--- config.mk ---
export PLATFORM = sky130hd
export DESIGN_NAME = buck_voltage_pid_loop
export DESIGN_NICKNAME = d
export VERILOG_FILES = /design/src/bvpl_pkg.sv /design/src/buck_voltage_pid_loop.sv /design/src/bvpl_cfg.sv /design/src/bvpl_ctrl.sv /design/src/bvpl_dp.sv
export VERILOG_INCLUDE_DIRS = /design/src /design/src/src
export SDC_FILE = /design/constraint.sdc
export NUM_CORES = 1
export LEC_CHECK = 0
export ABC_AREA = 1
export BUFFER_PORTS_ARGS = -buffer_cell sky130_fd_sc_hd__buf_2
export CORE_MARGIN = 10
export CORE_UTILIZATION = 35
export CTS_CLUSTER_DIAMETER = 40
export CTS_CLUSTER_SIZE = 24
export DETAILED_ROUTE_END_ITERATION = 16
export GPL_TIMING_DRIVEN = 0
export SYNTH_ARGS = -nofsm -noshare
export SYNTH_HDL_FRONTEND = slang
export SYNTH_HIERARCHICAL = 1
export SYNTH_SLANG_ARGS = --single-unit
--- constraint.sdc ---
create_clock -name clk -period 8.83 [get_ports clk]
set_clock_uncertainty 0.15 [all_clocks]
set_input_delay 1.766 -clock clk [delete_from_list [all_inputs] [get_ports clk]]
set_output_delay 1.766 -clock clk [all_outputs]
set_load 0.02 [all_outputs]
--- src/buck_voltage_pid_loop_defines.svh ---
// ---------------------------------------------------------------------------
// Buck voltage PID loop assertion macros
// Concurrent assertion helpers that compile away when SYNTHESIS is defined.
// ---------------------------------------------------------------------------
`ifndef BUCK_VOLTAGE_PID_LOOP_DEFINES_SVH
`define BUCK_VOLTAGE_PID_LOOP_DEFINES_SVH

`ifndef SYNTHESIS
`define BVPL_ASSERT_IMP(lbl, clk, rstn, ante, cons) \
    lbl: assert property (@(posedge clk) disable iff (!rstn) (ante) |-> (cons)) \
        else $error("same-cycle check failed");
`define BVPL_ASSERT_NXT(lbl, clk, rstn, ante, cons) \
    lbl: assert property (@(posedge clk) disable iff (!rstn) (ante) |=> (cons)) \
        else $error("next-cycle check failed");
`else
`define BVPL_ASSERT_IMP(lbl, clk, rstn, ante, cons)
`define BVPL_ASSERT_NXT(lbl, clk, rstn, ante, cons)
`endif

`endif

--- src/bvpl_pkg.sv ---
// ---------------------------------------------------------------------------
// Buck voltage PID loop package
// Payload, configuration and command types shared by the loop modules.
// ---------------------------------------------------------------------------
`timescale 1ns / 1ps
`default_nettype none

package bvpl_pkg;

    localparam int CFG_INDEX_W = 3;
    localparam int CFG_DATA_W  = 16;
    localparam int ERR_W       = 18;
    localparam int ACC_W       = 32;
    localparam int MUL_A_W     = 19;
    localparam int MUL_B_W     = 17;
    localparam int PROD_W      = MUL_A_W + MUL_B_W;

    localparam logic [CFG_INDEX_W-1:0] CFG_CAL_GAIN   = 3'd0;
    localparam logic [CFG_INDEX_W-1:0] CFG_CAL_OFFSET = 3'd1;
    localparam logic [CFG_INDEX_W-1:0] CFG_MAX_DUTY   = 3'd2;
    localparam logic [CFG_INDEX_W-1:0] CFG_MIN_DUTY   = 3'd3;
    localparam logic [CFG_INDEX_W-1:0] CFG_PWM_PERIOD = 3'd4;
    localparam logic [CFG_INDEX_W-1:0] CFG_BOOST_DUTY = 3'd5;

    localparam logic        [15:0] RST_CAL_GAIN   = 16'd4096;
    localparam logic signed [12:0] RST_CAL_OFFSET = 13'sd0;
    localparam logic        [11:0] RST_MAX_DUTY   = 12'd3686;
    localparam logic        [11:0] RST_MIN_DUTY   = 12'd82;
    localparam logic        [15:0] RST_PWM_PERIOD = 16'd46080;
    localparam logic        [11:0] RST_BOOST_DUTY = 12'd3809;

    localparam logic signed [15:0] COEF_B0 = 16'sd5203;
    localparam logic signed [15:0] COEF_B1 = -16'sd10246;
    localparam logic signed [15:0] COEF_B2 = 16'sd5044;

    typedef struct packed {
        logic [11:0] voltage_sample;
        logic [12:0] voltage_target;
        logic        drive_enable;
    } in_t;

    typedef struct packed {
        logic [11:0] buck_duty;
        logic [15:0] buck_compare;
        logic [14:0] sample_trigger_compare;
        logic [15:0] boost_compare;
    } out_t;

    typedef struct packed {
        logic        [15:0] cal_gain;
        logic signed [12:0] cal_offset;
        logic        [11:0] max_duty;
        logic        [11:0] min_duty;
        logic        [15:0] pwm_period;
        logic        [11:0] boost_duty;
    } cfg_t;

    typedef enum logic [2:0] {
        MUL_CAL,
        MUL_B0,
        MUL_B1,
        MUL_B2,
        MUL_BUCK,
        MUL_BOOST
    } mul_sel_t;

    typedef struct packed {
        logic     in_load;
        logic     mul_en;
        mul_sel_t mul_sel;
        logic     err_load;
        logic     acc_add;
        logic     hist_load;
        logic     duty_load;
        logic     bcmp_load;
        logic     out_load;
    } cmd_t;

endpackage

`default_nettype wire

--- src/buck_voltage_pid_loop.sv ---
// ---------------------------------------------------------------------------
// Buck voltage PID loop
// Calibrates each output-voltage sample, runs an incremental PID update and
// produces the clamped buck duty with the buck, trigger and boost compares.
//
// The input channel takes one sample with its target and drive enable per
// transfer; the output channel returns one result per sample. Both channels
// use valid and ready. The config channel is always ready and writes one
// register per transfer; the user must write it only while no sample is in
// flight, as the block itself does not enforce this. A new sample is taken
// once the previous one has been moved to the output register, so the block
// does not take a new sample while one is in flight. The pace is set by the
// single shared multiplier, used six times per sample by the controller.
// The output register holds a finished result while the receiver stalls; the
// next sample is still taken and computed, and waits in its final step until
// the output register is free. Reset clears the error history and the
// accumulator and loads the default register values.
// ---------------------------------------------------------------------------
`timescale 1ns / 1ps
`default_nettype none
`include "buck_voltage_pid_loop_defines.svh"

module buck_voltage_pid_loop (
    input  wire logic                             clk,
    input  wire logic                             rst_n,
    input  wire logic                             in_valid,
    output logic                                  in_ready,
    input  wire bvpl_pkg::in_t                    in_data,
    output logic                                  out_valid,
    input  wire logic                             out_ready,
    output bvpl_pkg::out_t                        out_data,
    input  wire logic                             cfg_valid,
    output logic                                  cfg_ready,
    input  wire logic [bvpl_pkg::CFG_INDEX_W-1:0] cfg_index,
    input  wire logic [bvpl_pkg::CFG_DATA_W-1:0]  cfg_data
);
    import bvpl_pkg::*;

    cfg_t cfg;
    cmd_t cmd;

    bvpl_cfg u_cfg (
        .clk       (clk),
        .rst_n     (rst_n),
        .cfg_valid (cfg_valid),
        .cfg_ready (cfg_ready),
        .cfg_index (cfg_index),
        .cfg_data  (cfg_data),
        .cfg       (cfg)
    );

    bvpl_ctrl u_ctrl (
        .clk       (clk),
        .rst_n     (rst_n),
        .in_valid  (in_valid),
        .in_ready  (in_ready),
        .out_valid (out_valid),
        .out_ready (out_ready),
        .cmd       (cmd)
    );

    bvpl_dp u_dp (
        .clk      (clk),
        .rst_n    (rst_n),
        .cmd      (cmd),
        .cfg      (cfg),
        .in_data  (in_data),
        .out_data (out_data)
    );

    `BVPL_ASSERT_NXT(a_busy_after_in, clk, rst_n, in_valid && in_ready, !in_ready)
    `BVPL_ASSERT_IMP(a_no_overwrite, clk, rst_n, out_valid && !out_ready, !cmd.out_load)
    `BVPL_ASSERT_NXT(a_load_shows, clk, rst_n, cmd.out_load, out_valid)

endmodule

`default_nettype wire

--- src/bvpl_cfg.sv ---
// ---------------------------------------------------------------------------
// Buck voltage PID loop configuration registers
// Holds the calibration, clamp and timer settings written over the config port.
// ---------------------------------------------------------------------------
`timescale 1ns / 1ps
`default_nettype none

module bvpl_cfg (
    input  wire logic                            clk,
    input  wire logic                            rst_n,
    input  wire logic                            cfg_valid,
    output logic                                 cfg_ready,
    input  wire logic [bvpl_pkg::CFG_INDEX_W-1:0] cfg_index,
    input  wire logic [bvpl_pkg::CFG_DATA_W-1:0]  cfg_data,
    output bvpl_pkg::cfg_t                       cfg
);
    import bvpl_pkg::*;

    cfg_t cfg_reg;
    cfg_t cfg_next;

    assign cfg_ready = 1'b1;
    assign cfg       = cfg_reg;

    always_comb
    begin
        cfg_next = cfg_reg;
        if (cfg_valid && cfg_ready)
        begin
            case (cfg_index)
                CFG_CAL_GAIN:   cfg_next.cal_gain   = cfg_data;
                CFG_CAL_OFFSET: cfg_next.cal_offset = signed'(cfg_data[12:0]);
                CFG_MAX_DUTY:   cfg_next.max_duty   = cfg_data[11:0];
                CFG_MIN_DUTY:   cfg_next.min_duty   = cfg_data[11:0];
                CFG_PWM_PERIOD: cfg_next.pwm_period = cfg_data;
                CFG_BOOST_DUTY: cfg_next.boost_duty = cfg_data[11:0];
                default:        cfg_next = cfg_reg;
            endcase
        end
    end

    always_ff @(posedge clk or negedge rst_n)
    begin
        if (!rst_n)
        begin
            cfg_reg.cal_gain   <= RST_CAL_GAIN;
            cfg_reg.cal_offset <= RST_CAL_OFFSET;
            cfg_reg.max_duty   <= RST_MAX_DUTY;
            cfg_reg.min_duty   <= RST_MIN_DUTY;
            cfg_reg.pwm_period <= RST_PWM_PERIOD;
            cfg_reg.boost_duty <= RST_BOOST_DUTY;
        end
        else
        begin
            cfg_reg <= cfg_next;
        end
    end

endmodule

`default_nettype wire

--- src/bvpl_ctrl.sv ---
// ---------------------------------------------------------------------------
// Buck voltage PID loop controller
// Sequences the shared multiplier and the datapath steps for one sample.
// ---------------------------------------------------------------------------
`timescale 1ns / 1ps
`default_nettype none

module bvpl_ctrl (
    input  wire logic      clk,
    input  wire logic      rst_n,
    input  wire logic      in_valid,
    output logic           in_ready,
    output logic           out_valid,
    input  wire logic      out_ready,
    output bvpl_pkg::cmd_t cmd
);
    import bvpl_pkg::*;

    typedef enum logic [3:0] {
        S_IDLE,
        S_CAL,
        S_ERR,
        S_M0,
        S_M1,
        S_M2,
        S_M3,
        S_DUTY,
        S_MBK,
        S_MBO,
        S_FIN
    } state_t;

    state_t state_reg;
    state_t state_next;
    logic   out_valid_reg;
    logic   out_valid_next;

    assign in_ready  = (state_reg == S_IDLE);
    assign out_valid = out_valid_reg;

    always_comb
    begin
        cmd            = '0;
        cmd.mul_sel    = MUL_CAL;
        state_next     = state_reg;
        out_valid_next = out_valid_reg && !out_ready;
        case (state_reg)
            S_IDLE:
            begin
                if (in_valid)
                begin
                    cmd.in_load = 1'b1;
                    state_next  = S_CAL;
                end
            end
            S_CAL:
            begin
                cmd.mul_en  = 1'b1;
                cmd.mul_sel = MUL_CAL;
                state_next  = S_ERR;
            end
            S_ERR:
            begin
                cmd.err_load = 1'b1;
                state_next   = S_M0;
            end
            S_M0:
            begin
                cmd.mul_en  = 1'b1;
                cmd.mul_sel = MUL_B0;
                state_next  = S_M1;
            end
            S_M1:
            begin
                cmd.acc_add = 1'b1;
                cmd.mul_en  = 1'b1;
                cmd.mul_sel = MUL_B1;
                state_next  = S_M2;
            end
            S_M2:
            begin
                cmd.acc_add = 1'b1;
                cmd.mul_en  = 1'b1;
                cmd.mul_sel = MUL_B2;
                state_next  = S_M3;
            end
            S_M3:
            begin
                cmd.acc_add = 1'b1;
                state_next  = S_DUTY;
            end
            S_DUTY:
            begin
                cmd.duty_load = 1'b1;
                cmd.hist_load = 1'b1;
                state_next    = S_MBK;
            end
            S_MBK:
            begin
                cmd.mul_en  = 1'b1;
                cmd.mul_sel = MUL_BUCK;
                state_next  = S_MBO;
            end
            S_MBO:
            begin
                cmd.bcmp_load = 1'b1;
                cmd.mul_en    = 1'b1;
                cmd.mul_sel   = MUL_BOOST;
                state_next    = S_FIN;
            end
            S_FIN:
            begin
                if (!out_valid_reg || out_ready)
                begin
                    cmd.out_load   = 1'b1;
                    out_valid_next = 1'b1;
                    state_next     = S_IDLE;
                end
            end
            default:
            begin
                state_next = S_IDLE;
            end
        endcase
    end

    always_ff @(posedge clk or negedge rst_n)
    begin
        if (!rst_n)
        begin
            state_reg     <= S_IDLE;
            out_valid_reg <= 1'b0;
        end
        else
        begin
            state_reg     <= state_next;
            out_valid_reg <= out_valid_next;
        end
    end

endmodule

`default_nettype wire

--- src/bvpl_dp.sv ---
// ---------------------------------------------------------------------------
// Buck voltage PID loop datapath
// Shared multiplier, error history, PID accumulator, duty clamp and compares.
// ---------------------------------------------------------------------------
`timescale 1ns / 1ps
`default_nettype none

module bvpl_dp (
    input  wire logic      clk,
    input  wire logic      rst_n,
    input  wire bvpl_pkg::cmd_t cmd,
    input  wire bvpl_pkg::cfg_t cfg,
    input  wire bvpl_pkg::in_t  in_data,
    output bvpl_pkg::out_t out_data
);
    import bvpl_pkg::*;

    in_t                      in_reg;
    logic signed [PROD_W-1:0] prod_reg;
    logic signed [ERR_W-1:0]  e0_reg;
    logic signed [ERR_W-1:0]  e1_reg;
    logic signed [ERR_W-1:0]  e2_reg;
    logic        [ACC_W-1:0]  acc_reg;
    logic        [11:0]       duty_reg;
    logic        [15:0]       bcmp_reg;
    out_t                     out_reg;

    logic signed [MUL_A_W-1:0] mul_a;
    logic signed [MUL_B_W-1:0] mul_b;
    logic signed [ERR_W-1:0]   cal_value;
    logic signed [ERR_W-1:0]   e0_next;
    logic signed [23:0]        duty_wide;
    logic signed [23:0]        max_wide;
    logic signed [23:0]        min_wide;
    logic        [11:0]        duty_next;
    logic        [15:0]        boost_next;

    assign out_data = out_reg;

    always_comb
    begin
        case (cmd.mul_sel)
            MUL_CAL:
            begin
                mul_a = signed'({7'd0, in_reg.voltage_sample});
                mul_b = signed'({1'b0, cfg.cal_gain});
            end
            MUL_B0:
            begin
                mul_a = {e0_reg[ERR_W-1], e0_reg};
                mul_b = {COEF_B0[15], COEF_B0};
            end
            MUL_B1:
            begin
                mul_a = {e1_reg[ERR_W-1], e1_reg};
                mul_b = {COEF_B1[15], COEF_B1};
            end
            MUL_B2:
            begin
                mul_a = {e2_reg[ERR_W-1], e2_reg};
                mul_b = {COEF_B2[15], COEF_B2};
            end
            MUL_BUCK:
            begin
                mul_a = signed'({7'd0, duty_reg});
                mul_b = signed'({1'b0, cfg.pwm_period});
            end
            MUL_BOOST:
            begin
                mul_a = signed'({7'd0, cfg.boost_duty});
                mul_b = signed'({1'b0, cfg.pwm_period});
            end
            default:
            begin
                mul_a = '0;
                mul_b = '0;
            end
        endcase
    end

    always_comb
    begin
        cal_value = signed'({2'b00, prod_reg[27:12]})
                  + {{(ERR_W-13){cfg.cal_offset[12]}}, cfg.cal_offset};
        e0_next   = signed'({5'd0, in_reg.voltage_target}) - cal_value;
    end

    always_comb
    begin
        max_wide  = signed'({12'd0, cfg.max_duty});
        min_wide  = signed'({12'd0, cfg.min_duty});
        duty_wide = signed'(acc_reg[31:8]);
        if (duty_wide > max_wide)
        begin
            duty_wide = max_wide;
        end
        if (duty_wide < min_wide)
        begin
            duty_wide = min_wide;
        end
        if (!in_reg.drive_enable)
        begin
            duty_wide = min_wide;
        end
        duty_next = duty_wide[11:0];
    end

    assign boost_next = cfg.pwm_period - prod_reg[27:12];

    always_ff @(posedge clk or negedge rst_n)
    begin
        if (!rst_n)
        begin
            e1_reg  <= '0;
            e2_reg  <= '0;
            acc_reg <= '0;
        end
        else
        begin
            if (cmd.acc_add)
            begin
                acc_reg <= acc_reg + prod_reg[ACC_W-1:0];
            end
            if (cmd.hist_load)
            begin
                e2_reg <= e1_reg;
                e1_reg <= e0_reg;
            end
        end
    end

    always_ff @(posedge clk)
    begin
        if (cmd.in_load)
        begin
            in_reg <= in_data;
        end
        if (cmd.mul_en)
        begin
            prod_reg <= mul_a * mul_b;
        end
        if (cmd.err_load)
        begin
            e0_reg <= e0_next;
        end
        if (cmd.duty_load)
        begin
            duty_reg <= duty_next;
        end
        if (cmd.bcmp_load)
        begin
            bcmp_reg <= prod_reg[27:12];
        end
        if (cmd.out_load)
        begin
            out_reg.buck_duty              <= duty_reg;
            out_reg.buck_compare           <= bcmp_reg;
            out_reg.sample_trigger_compare <= bcmp_reg[15:1];
            out_reg.boost_compare          <= boost_next;
        end
    end

endmodule

`default_nettype wire
==> flow_metrics.py, run 1 <==
metrics = {
    "finish": {
        "largest_reg_flops": 81,
        "syn_to_final_growth_pct": 14.41,
        "layout-drive-gt1-share": 0.1208,
        "fillers": 7289,
        "antenna_cells": 0,
        "final_cell_mix": "nand2_1, inv_1, fa_1",
        "final_common_cell": "nand2_1",
        "finalNetCount": 3566,
    },
    "worst_setup_path": {
        "worstPathMaxFanout": 10,
        "path_class": "reg -> reg",
        "cp_top_family": "adder cells",
        "worstSetupStartpointType": "flop",
        "slowest_delay_ns": 0.56,
        "arrival_ns": 8.56,
        "reg2reg_from": "u_ctrl/state_reg[3]",
        "reg2regPathDepth": 33,
        "end_kind": "flop",
        "crit_slowest_cell": "fa_1",
        "ff2ff_setup_slack_ns": 0.43,
        "r2r_end": "u_dp/prod_reg[30]",
        "path_buf_inv": 7,
        "crit_required_ns": 8.99,
    },
    "detailed_routing": {
        "detailroute.via_count": 19971,
        "drt_iter0_markers": 1590,
        "finalWirelength_mm": 76.73,
        "via_per_inst": 4.946,
        "ant_nets": 0,
        "wl_per_cell_um": 19.00,
        "firstDrtPassIters": 5,
        "drc": 0,
    },
    "synthesis": {
        "yosysWarnings": 6,
        "synthArstFlopShare": 0.5099,
        "synth_cells": 2859,
        "synth_area_um2": 25980,
        "synth-main-ff-cell": "edfxtp_1",
        "synth_edf_count": 148,
        "syn-mean-instance-area_um2": 9.086,
        "seq_area_frac_synth": 0.3205,
        "yosys_register_bits": 302,
        "synth_cell_types": 58,
    },
    "sta": {
        "clock.fmax_mhz": 119.1,
        "setup_violations": 0,
        "rsz0062_at_grt": "true",
        "slew_headroom": 0.2243,
        "min_period_ns": 8.398,
        "setup-tns-final_ns": 0,
        "finalMaxSlewViolations": 0,
        "hold_viol": 0,
        "min_period_over_period": 0.9510,
        "max_slew.worst_pin.slew_ns": 1.164,
    },
    "worst_hold_path": {
        "hp-start": "u_dp/bcmp_reg[10]",
        "hold_depth": 0,
        "worstHoldPathType": "reg -> reg",
        "min_to": "u_dp/out_data[41]",
    },
    "floorplanning": {
        "core_area_um2": 73210,
        "die_h_um": 292.4,
        "rows": 99,
        "dieArea_um2": 85520,
        "die_w_um": 292.4,
        "initial_core_util": 0.3549,
        "ioPinCount": 112,
    },
    "clock_tree": {
        "h-tree-depth": 2,
        "cts.path.max_buffers": 3,
        "cts_sinks": 302,
        "cts_made_buffers": 47,
        "cts-root-buf": "clkbuf_16",
        "insertion_delay_ns": 0.59,
        "cts_tree": "built",
        "clk_pin_slew_ns": 0.06,
        "cts-hold-fix-buffers": 0,
    },
    "placement": {
        "place_congestion": 0.9535,
        "io_buffer_count": 110,
        "hpwl_mm": 62.26,
    },
    "global_routing": {
        "grt.overflow.total": 0,
        "grt_pass1_vias": 20448,
        "grt_max_degree": 86,
        "antenna_found_initial": 3,
        "track_usage": 0.1822,
        "grt_pass1_wl_mm": 120.8,
    },
    "flow_run": {
        "maxCapViolCount": 0,
    },
    "run_status": {
        "outcome": "finished clean",
    },
}
==> area by class of cell <==
type,instances,area [um2],area share
Multi-Input combinational cell,1920,15310,0.5152
Sequential cell,302,8325,0.2801
Inverter,564,2120,0.07131
Clock buffer,52,1216,0.04092
Tap cell,959,1200,0.04037
Timing Repair Buffer,121,710.7,0.02391
Buffer,85,470.5,0.01583
Clock inverter,35,367.9,0.01238
==> synth_stat cells, drive strengths merged, types with 4 or more instances <==
cell,n,area (um2)
nand2,587,2218
inv,562,2110
fa,303,6066
nor2,276,1094
ha,172,2152
edfxtp,148,4444
dfrtp,132,3303
o21ai,118,609.4
a21oi,112,560.5
nand3,112,565.5
xor2,52,455.4
buf,51,326.6
xnor2,39,349.1
clkbuf,34,127.6
dfstp,22,578.1
a221oi,21,183.9
nor3,20,116.4
a22o,13,113.9
a31oi,9,56.30
or2,9,56.30
nand4,7,43.79
nor4,6,37.54
a221o,5,50.05
o21a,5,37.54
a211oi,4,30.03
a21boi,4,30.02
a21o,4,30.03
nand3b,4,30.03
o21bai,4,33.78
o22ai,4,25.02
==> through the flow <==
stage	instances	hold WS (ns)	worst slack, ns	instance area [um2]	util
after floorplan	2871	0.2503	1.750	26020	-
after global placement	3940	0.2515	-0.3597	27770	0.3794
after detailed placement	3945	0.2545	-0.3225	27890	0.3809
after CTS	4032	0.2661	0.009094	29510	0.4031
after global routing	4038	0.2664	-0.02984	29720	0.4060
final	4038	0.2617	0.4324	29720	0.4060
==> how the worst max path moves through the flow <==
stage	startpoint	to	slack, ns	cells past startpoint
2_1_floorplan	u_ctrl/state_reg[3]	u_dp/prod_reg[30]	1.75	35
3_3_place_gp	u_ctrl/state_reg[3]	u_dp/prod_reg[30]	-0.36	33
3_5_place_dp	u_ctrl/state_reg[3]	u_dp/prod_reg[30]	-0.32	33
4_1_cts	u_ctrl/state_reg[3]	u_dp/prod_reg[31]	0.009	31
5_1_grt	u_ctrl/state_reg[3]	u_dp/prod_reg[28]	-0.03	32
6_report	u_ctrl/state_reg[3]	u_dp/prod_reg[30]	0.43	33
==> timing repair <==
item	4_1_cts	5_1_grt
gates resized for setup	9	51
hold endpoints to repair	0	0
endpoints found under the setup margin	3	11
setup buffers	0	6
pin swaps	0	4
==> kinds of logic after synthesis <==
logic type | count (synthesis) | share of synthesized area
compound gates | 317 | 0.07215
xor+xnor | 91 | 0.03097
fa+ha+maj | 475 | 0.3163
buf+inv | 649 | 0.09898
flops | 302 | 0.3205
mux | 1 | 0.0004335
other cells | 3 | 0.0004335
simple gates | 1021 | 0.1602
==> metal layers <==
layer,GRT usage,share of wire,vias to the layer above
li1,-,-,9284
met2,0.2940,0.45,722
met5,0,0,-
met1,0.2459,0.44,9829
met4,0.05294,0.029,0
met3,0.03533,0.076,136
Power of run 1 is not shown: default switching activity piles up to over one toggle a cycle in this logic, so the estimate is an artifact.
==> inputs of run 2 (changes only) <==
MAX_ROUTING_LAYER = met4   (was not set)
==> run 2 against run 1 <==
Effect of this change:
- sequential cell count unchanged
- via count is 0.91% lower
- maximum frequency down 1.2%
- first-iteration DRC count shrank 6.2%
- critical path type unchanged
- setup slack lost 0.10 ns
- die area unchanged
- largest cell class unchanged
- hold slack gained 0.0062 ns
- register-to-register slack lost 0.10 ns
- critical path depth rose by 1
==> flow_metrics.py, run 2 (synthesized netlist as in run 1, its figures left out) <==
metrics = {
    "floorplanning": {
        "core_area_um2": 73210,
        "die_h_um": 292.4,
        "initial_core_util": 0.3549,
        "rows": 99,
        "ioPinCount": 112,
        "dieArea_um2": 85520,
        "die_w_um": 292.4,
    },
    "clock_tree": {
        "cts_sinks": 302,
        "cts_tree": "built",
        "cts_made_buffers": 42,
        "h-tree-depth": 2,
        "cts.path.max_buffers": 3,
        "cts-hold-fix-buffers": 0,
        "insertion_delay_ns": 0.59,
        "clk_pin_slew_ns": 0.07,
        "cts-root-buf": "clkbuf_16",
    },
    "detailed_routing": {
        "detailroute.via_count": 19789,
        "via_per_inst": 4.896,
        "firstDrtPassIters": 8,
        "finalWirelength_mm": 77.19,
        "drt_iter0_markers": 1492,
        "drc": 0,
        "ant_nets": 0,
        "wl_per_cell_um": 19.10,
    },
    "worst_setup_path": {
        "path_common_cell": "inv_1",
        "end_kind": "flop",
        "path_class": "reg -> reg",
        "arrival_ns": 8.70,
        "crit_required_ns": 9.04,
        "worstSetupStartpointType": "flop",
        "crit_slowest_cell": "fa_1",
        "worstPathMaxFanout": 10,
        "slowest_delay_ns": 0.52,
    },
    "finish": {
        "design_area_um2": 29600,
        "instances_no_fill": 4042,
        "syn_to_final_growth_pct": 13.94,
        "layout-drive-gt1-share": 0.1207,
        "final_cell_mix": "nand2_1, inv_1, fa_1",
        "final_common_cell": "nand2_1",
        "finalNetCount": 3565,
        "largest_reg_flops": 81,
    },
    "sta": {
        "min_period_over_period": 0.9623,
        "min_period_ns": 8.498,
        "hold_viol": 0,
        "clock.fmax_mhz": 117.7,
        "slew_headroom": 0.1775,
        "setup_violations": 0,
        "max_slew.worst_pin.slew_ns": 1.234,
        "finalMaxSlewViolations": 0,
    },
    "global_routing": {
        "track_usage": 0.1860,
        "grt_pass1_wl_mm": 118.8,
        "grt_max_degree": 83,
        "antenna_found_initial": 9,
        "grt_pass1_vias": 20251,
        "grt.overflow.total": 0,
    },
    "placement": {
        "hpwl_mm": 62.44,
        "io_buffer_count": 110,
        "placedCellCount": 3945,
        "place_area_um2": 27880,
        "place_congestion": 0.9435,
    },
    "worst_hold_path": {
        "worstHoldPathType": "reg -> reg",
    },
    "run_status": {
        "outcome": "finished clean",
    },
    "flow_run": {
        "maxCapViolCount": 0,
    },
}
## run 2: final timing paths
check	startpoint	to	slack, ns	cells after the start
setup reg to reg	u_ctrl/state_reg[3]	u_dp/prod_reg[28]	0.33	34
setup / recovery	u_ctrl/state_reg[3]	u_dp/prod_reg[28]	0.33	34
min in group asynchronous	rst_n	u_dp/e1_reg[1]	1.04	1
hold reg to reg	u_dp/bcmp_reg[10]	u_dp/out_data[41]	0.27	0
hold / removal	u_dp/bcmp_reg[10]	u_dp/out_data[41]	0.27	0
max in group asynchronous	rst_n	u_dp/acc_reg[2]	6.62	2
## run 2: final cells by class
type | count | area (um2)
Inverter | 564 | 2120
Fill cell | 7270 | 43610
Multi-Input combinational cell | 1920 | 15300
Clock inverter | 32 | 345.3
Tap cell | 959 | 1200
Antenna cell | 9 | 22.52
Timing Repair Buffer | 125 | 724.4
Sequential cell | 302 | 8325
Buffer | 85 | 464.2
Clock buffer | 46 | 1097
## run 2: critical path: cells and delay by family (launching register included)
kind | cells | cell delay [ns]
xor+xnor | 1 | 0.34
simple gates | 8 | 0.88
compound gates | 6 | 1.26
fa+ha+maj | 7 | 3.38
flops | 1 | 0.46
buf+inv | 12 | 1.77
## run 2: routing by layer
layer | part of all wire | global-route usage | vias up
met5 | 0 | - | -
met1 | 0.43 | 0.2333 | 9727
met3 | 0.083 | 0.04736 | 121
met4 | 0.030 | 0.06073 | 0
met2 | 0.46 | 0.2910 | 628
li1 | - | - | 9313
## run 2: through the flow
| stage | hold WS, ns | setup TNS [ns] | util | setup slack (ns) |
|---|---|---|---|---|
| 4_1_cts | 0.2685 | 0 | 0.4011 | 0.007216 |
| 3_5_place_dp | 0.2545 | -0.7784 | 0.3809 | -0.3199 |
| 3_3_place_gp | 0.2506 | -0.8789 | 0.3794 | -0.3730 |
| 2_1_floorplan | 0.2503 | 0 | - | 1.750 |
| 6_report | 0.2678 | 0 | 0.4043 | 0.3325 |
| 5_1_grt | 0.2709 | -0.03329 | 0.4043 | -0.01877 |
## run 2: repair_timing
item                                    CTS  global route
pin swaps                                 0             5
endpoints found under the setup margin    3            12
gates resized for setup                   8            55
setup buffers                             0            10
hold endpoints to repair                  0             0
Power of run 2 is left out for the same reason.
==> inputs of run 3 (changes only) <==
ABC_AREA = not set   (was 1)
==> run 3 against run 2 <==
Effect of this change:
- register-to-register slack worse by 0.07 ns
- hold slack worse by 0.0084 ns
- synthesized cell count is 16% lower
==> flow_metrics.py, run 3 <==
metrics = {
    "run_status": {
        "outcome": "finished clean",
    },
    "finish": {
        "fillers": 7136,
        "largest_reg_flops": 81,
        "syn_to_final_growth_pct": 17.05,
        "final_cell_mix": "inv_1, fa_1, nor2_1",
        "fin_util": 0.4150,
        "final_common_cell": "inv_1",
        "regArea_um2": 8328,
        "finalNetCount": 3145,
        "multi_input_area_um2": 16070,
        "layout-drive-gt1-share": 0.2153,
    },
    "clock_tree": {
        "h-tree-depth": 2,
        "clk_pin_slew_ns": 0.05,
        "insertion_delay_ns": 0.60,
        "cts-root-buf": "clkbuf_16",
        "cts_tree": "built",
        "cts_made_buffers": 49,
        "cts_sinks": 302,
        "cts.path.max_buffers": 3,
    },
    "synthesis": {
        "synthDominantCellAreaShare": 0.2333,
        "yosys_register_bits": 302,
        "synthArstFlopShare": 0.5099,
        "synth_cells": 2415,
        "synth-main-ff-cell": "edfxtp_1",
        "synth_cell_types": 86,
        "synth_top_area_cell": "fa_1",
        "synth.top_cells.by_area": "fa_1, edfxtp_1, dfrtp_1",
        "yosysWarnings": 6,
        "synth_most_common_cell": "inv_1",
        "seq_area_frac_synth": 0.3202,
        "syn-mean-instance-area_um2": 10.76,
        "synth_area_um2": 26000,
        "synth_edf_count": 148,
        "synth_commonest_cells": "inv_1, fa_1, nor2_1",
    },
    "sta": {
        "min_period_ns": 8.565,
        "setup_violations": 0,
        "max_slew.worst_pin.slew_ns": 1.024,
        "hold_viol": 0,
        "setup-tns-final_ns": 0,
        "clock.fmax_mhz": 116.8,
        "slew_headroom": 0.3176,
        "min_period_over_period": 0.9700,
        "finalMaxSlewViolations": 0,
    },
    "worst_setup_path": {
        "slowest_delay_ns": 0.52,
        "worstPathMaxFanout": 10,
        "end_kind": "flop",
        "reg2regPathDepth": 29,
        "path_common_cell": "fa_1",
        "r2r_end": "u_dp/prod_reg[31]",
        "crit_slowest_cell": "fa_1",
        "crit_required_ns": 9.00,
        "ff2ff_setup_slack_ns": 0.27,
        "path_class": "reg -> reg",
        "reg2reg_from": "u_ctrl/state_reg[1]",
        "worstSetupStartpointType": "flop",
        "arrival_ns": 8.73,
    },
    "placement": {
        "hpwl_mm": 57.87,
        "io_buffer_count": 110,
        "place_congestion": 0.9345,
    },
    "global_routing": {
        "track_usage": 0.1749,
        "grt_pass1_wl_mm": 112.0,
        "antenna_found_initial": 7,
        "grt.overflow.total": 0,
        "grt_pass1_vias": 19118,
        "grt_max_degree": 81,
    },
    "floorplanning": {
        "dieArea_um2": 85580,
        "die_h_um": 292.5,
        "die_w_um": 292.5,
        "initial_core_util": 0.3545,
        "core_area_um2": 73330,
        "ioPinCount": 112,
        "rows": 99,
    },
    "detailed_routing": {
        "detailroute.via_count": 18358,
        "wl_per_cell_um": 19.96,
        "finalWirelength_mm": 72.41,
        "drt_iter0_markers": 1367,
        "firstDrtPassIters": 6,
        "via_per_inst": 5.061,
        "ant_nets": 0,
        "drc": 0,
    },
    "worst_hold_path": {
        "worstHoldPathType": "reg -> reg",
        "hp-start": "u_dp/bcmp_reg[12]",
        "min_to": "u_dp/out_data[43]",
        "hold_depth": 0,
    },
    "flow_run": {
        "maxCapViolCount": 0,
    },
}
==> run 3: cell types whose count changed after synthesis, moves of 19 or more <==
cell and change:
nand2_1 -450, mux2_2 +155, inv_1 -124, nand3_1 -95, a21o_1 +41, o21ai_0 -31, nand2b_1 +29, xnor2_1 +29
xor2_1 -29, inv_2 -21, mux2i_1 +20, and3_1 +19, nor2_1 -19
==> run 3: worst max path at each step <==
stage,startpoint,end,cells past startpoint
5_1_grt,u_ctrl/state_reg[1],u_dp/prod_reg[31],30
3_5_place_dp,u_ctrl/state_reg[3],u_dp/prod_reg[31],26
6_report,u_ctrl/state_reg[1],u_dp/prod_reg[31],29
3_3_place_gp,u_ctrl/state_reg[1],u_dp/prod_reg[31],26
4_1_cts,u_ctrl/state_reg[1],u_dp/prod_reg[31],30
2_1_floorplan,u_ctrl/state_reg[1],u_dp/prod_reg[31],27
==> run 3: layout make-up <==
class | count | area share
flip-flops and latches | 302 | 0.2737
diodes | 7 | 0.0005757
well taps | 959 | 0.03943
repair buffers | 147 | 0.03022
plain buffers | 80 | 0.01817
clock inverters | 35 | 0.01451
clock buffers | 57 | 0.04334
multi-input cells | 1623 | 0.5282
inverters | 417 | 0.05181
==> run 3: kinds of logic after synthesis <==
| family | synth area share |
|---|---|
| simple gates | 0.09370 |
| buf+inv | 0.07696 |
| fa+ha+maj | 0.3161 |
| compound gates | 0.08350 |
| flops | 0.3202 |
| mux | 0.07874 |
| xor+xnor | 0.03032 |
| other cells | 0.0004331 |
==> run 3: layer usage <==
layer  GRT usage  part of all wire  vias up
li1            -                 -     8365
met1      0.2180              0.42     9248
met2      0.2778              0.47      613
met3     0.03540             0.076      132
met4     0.06664             0.038        0
met5           -                 0        -
==> run 3: what timing repair did <==
action	4_1_cts	5_1_grt
gates resized for setup	81	101
pin swaps	3	18
endpoints found under the setup margin	19	7
buffers inserted	4	28
hold buffers	0	0
gates cloned	0	1
==> run 3: critical path, delay by kind of cell (launching register included) <==
kind	cells	cell delay [ns]
compound gates	7	1.80
xor+xnor	1	0.11
fa+ha+maj	7	3.39
buf+inv	7	0.87
flops	1	0.44
simple gates	7	1.49
==> run 3: through the flow <==
stage | hold WS (ns) | cells | worst slack (ns) | instance area, um2
floorplan | 0.2503 | 2427 | 0.3087 | 26040
global placement | 0.2504 | 3496 | -1.723 | 27790
detailed placement | 0.2556 | 3501 | -1.690 | 27930
CTS | 0.2615 | 3594 | 0.006109 | 29950
global route | 0.2718 | 3624 | -0.04364 | 30420
finish | 0.2594 | 3627 | 0.2653 | 30430
Power of run 3 is left out for the same reason.
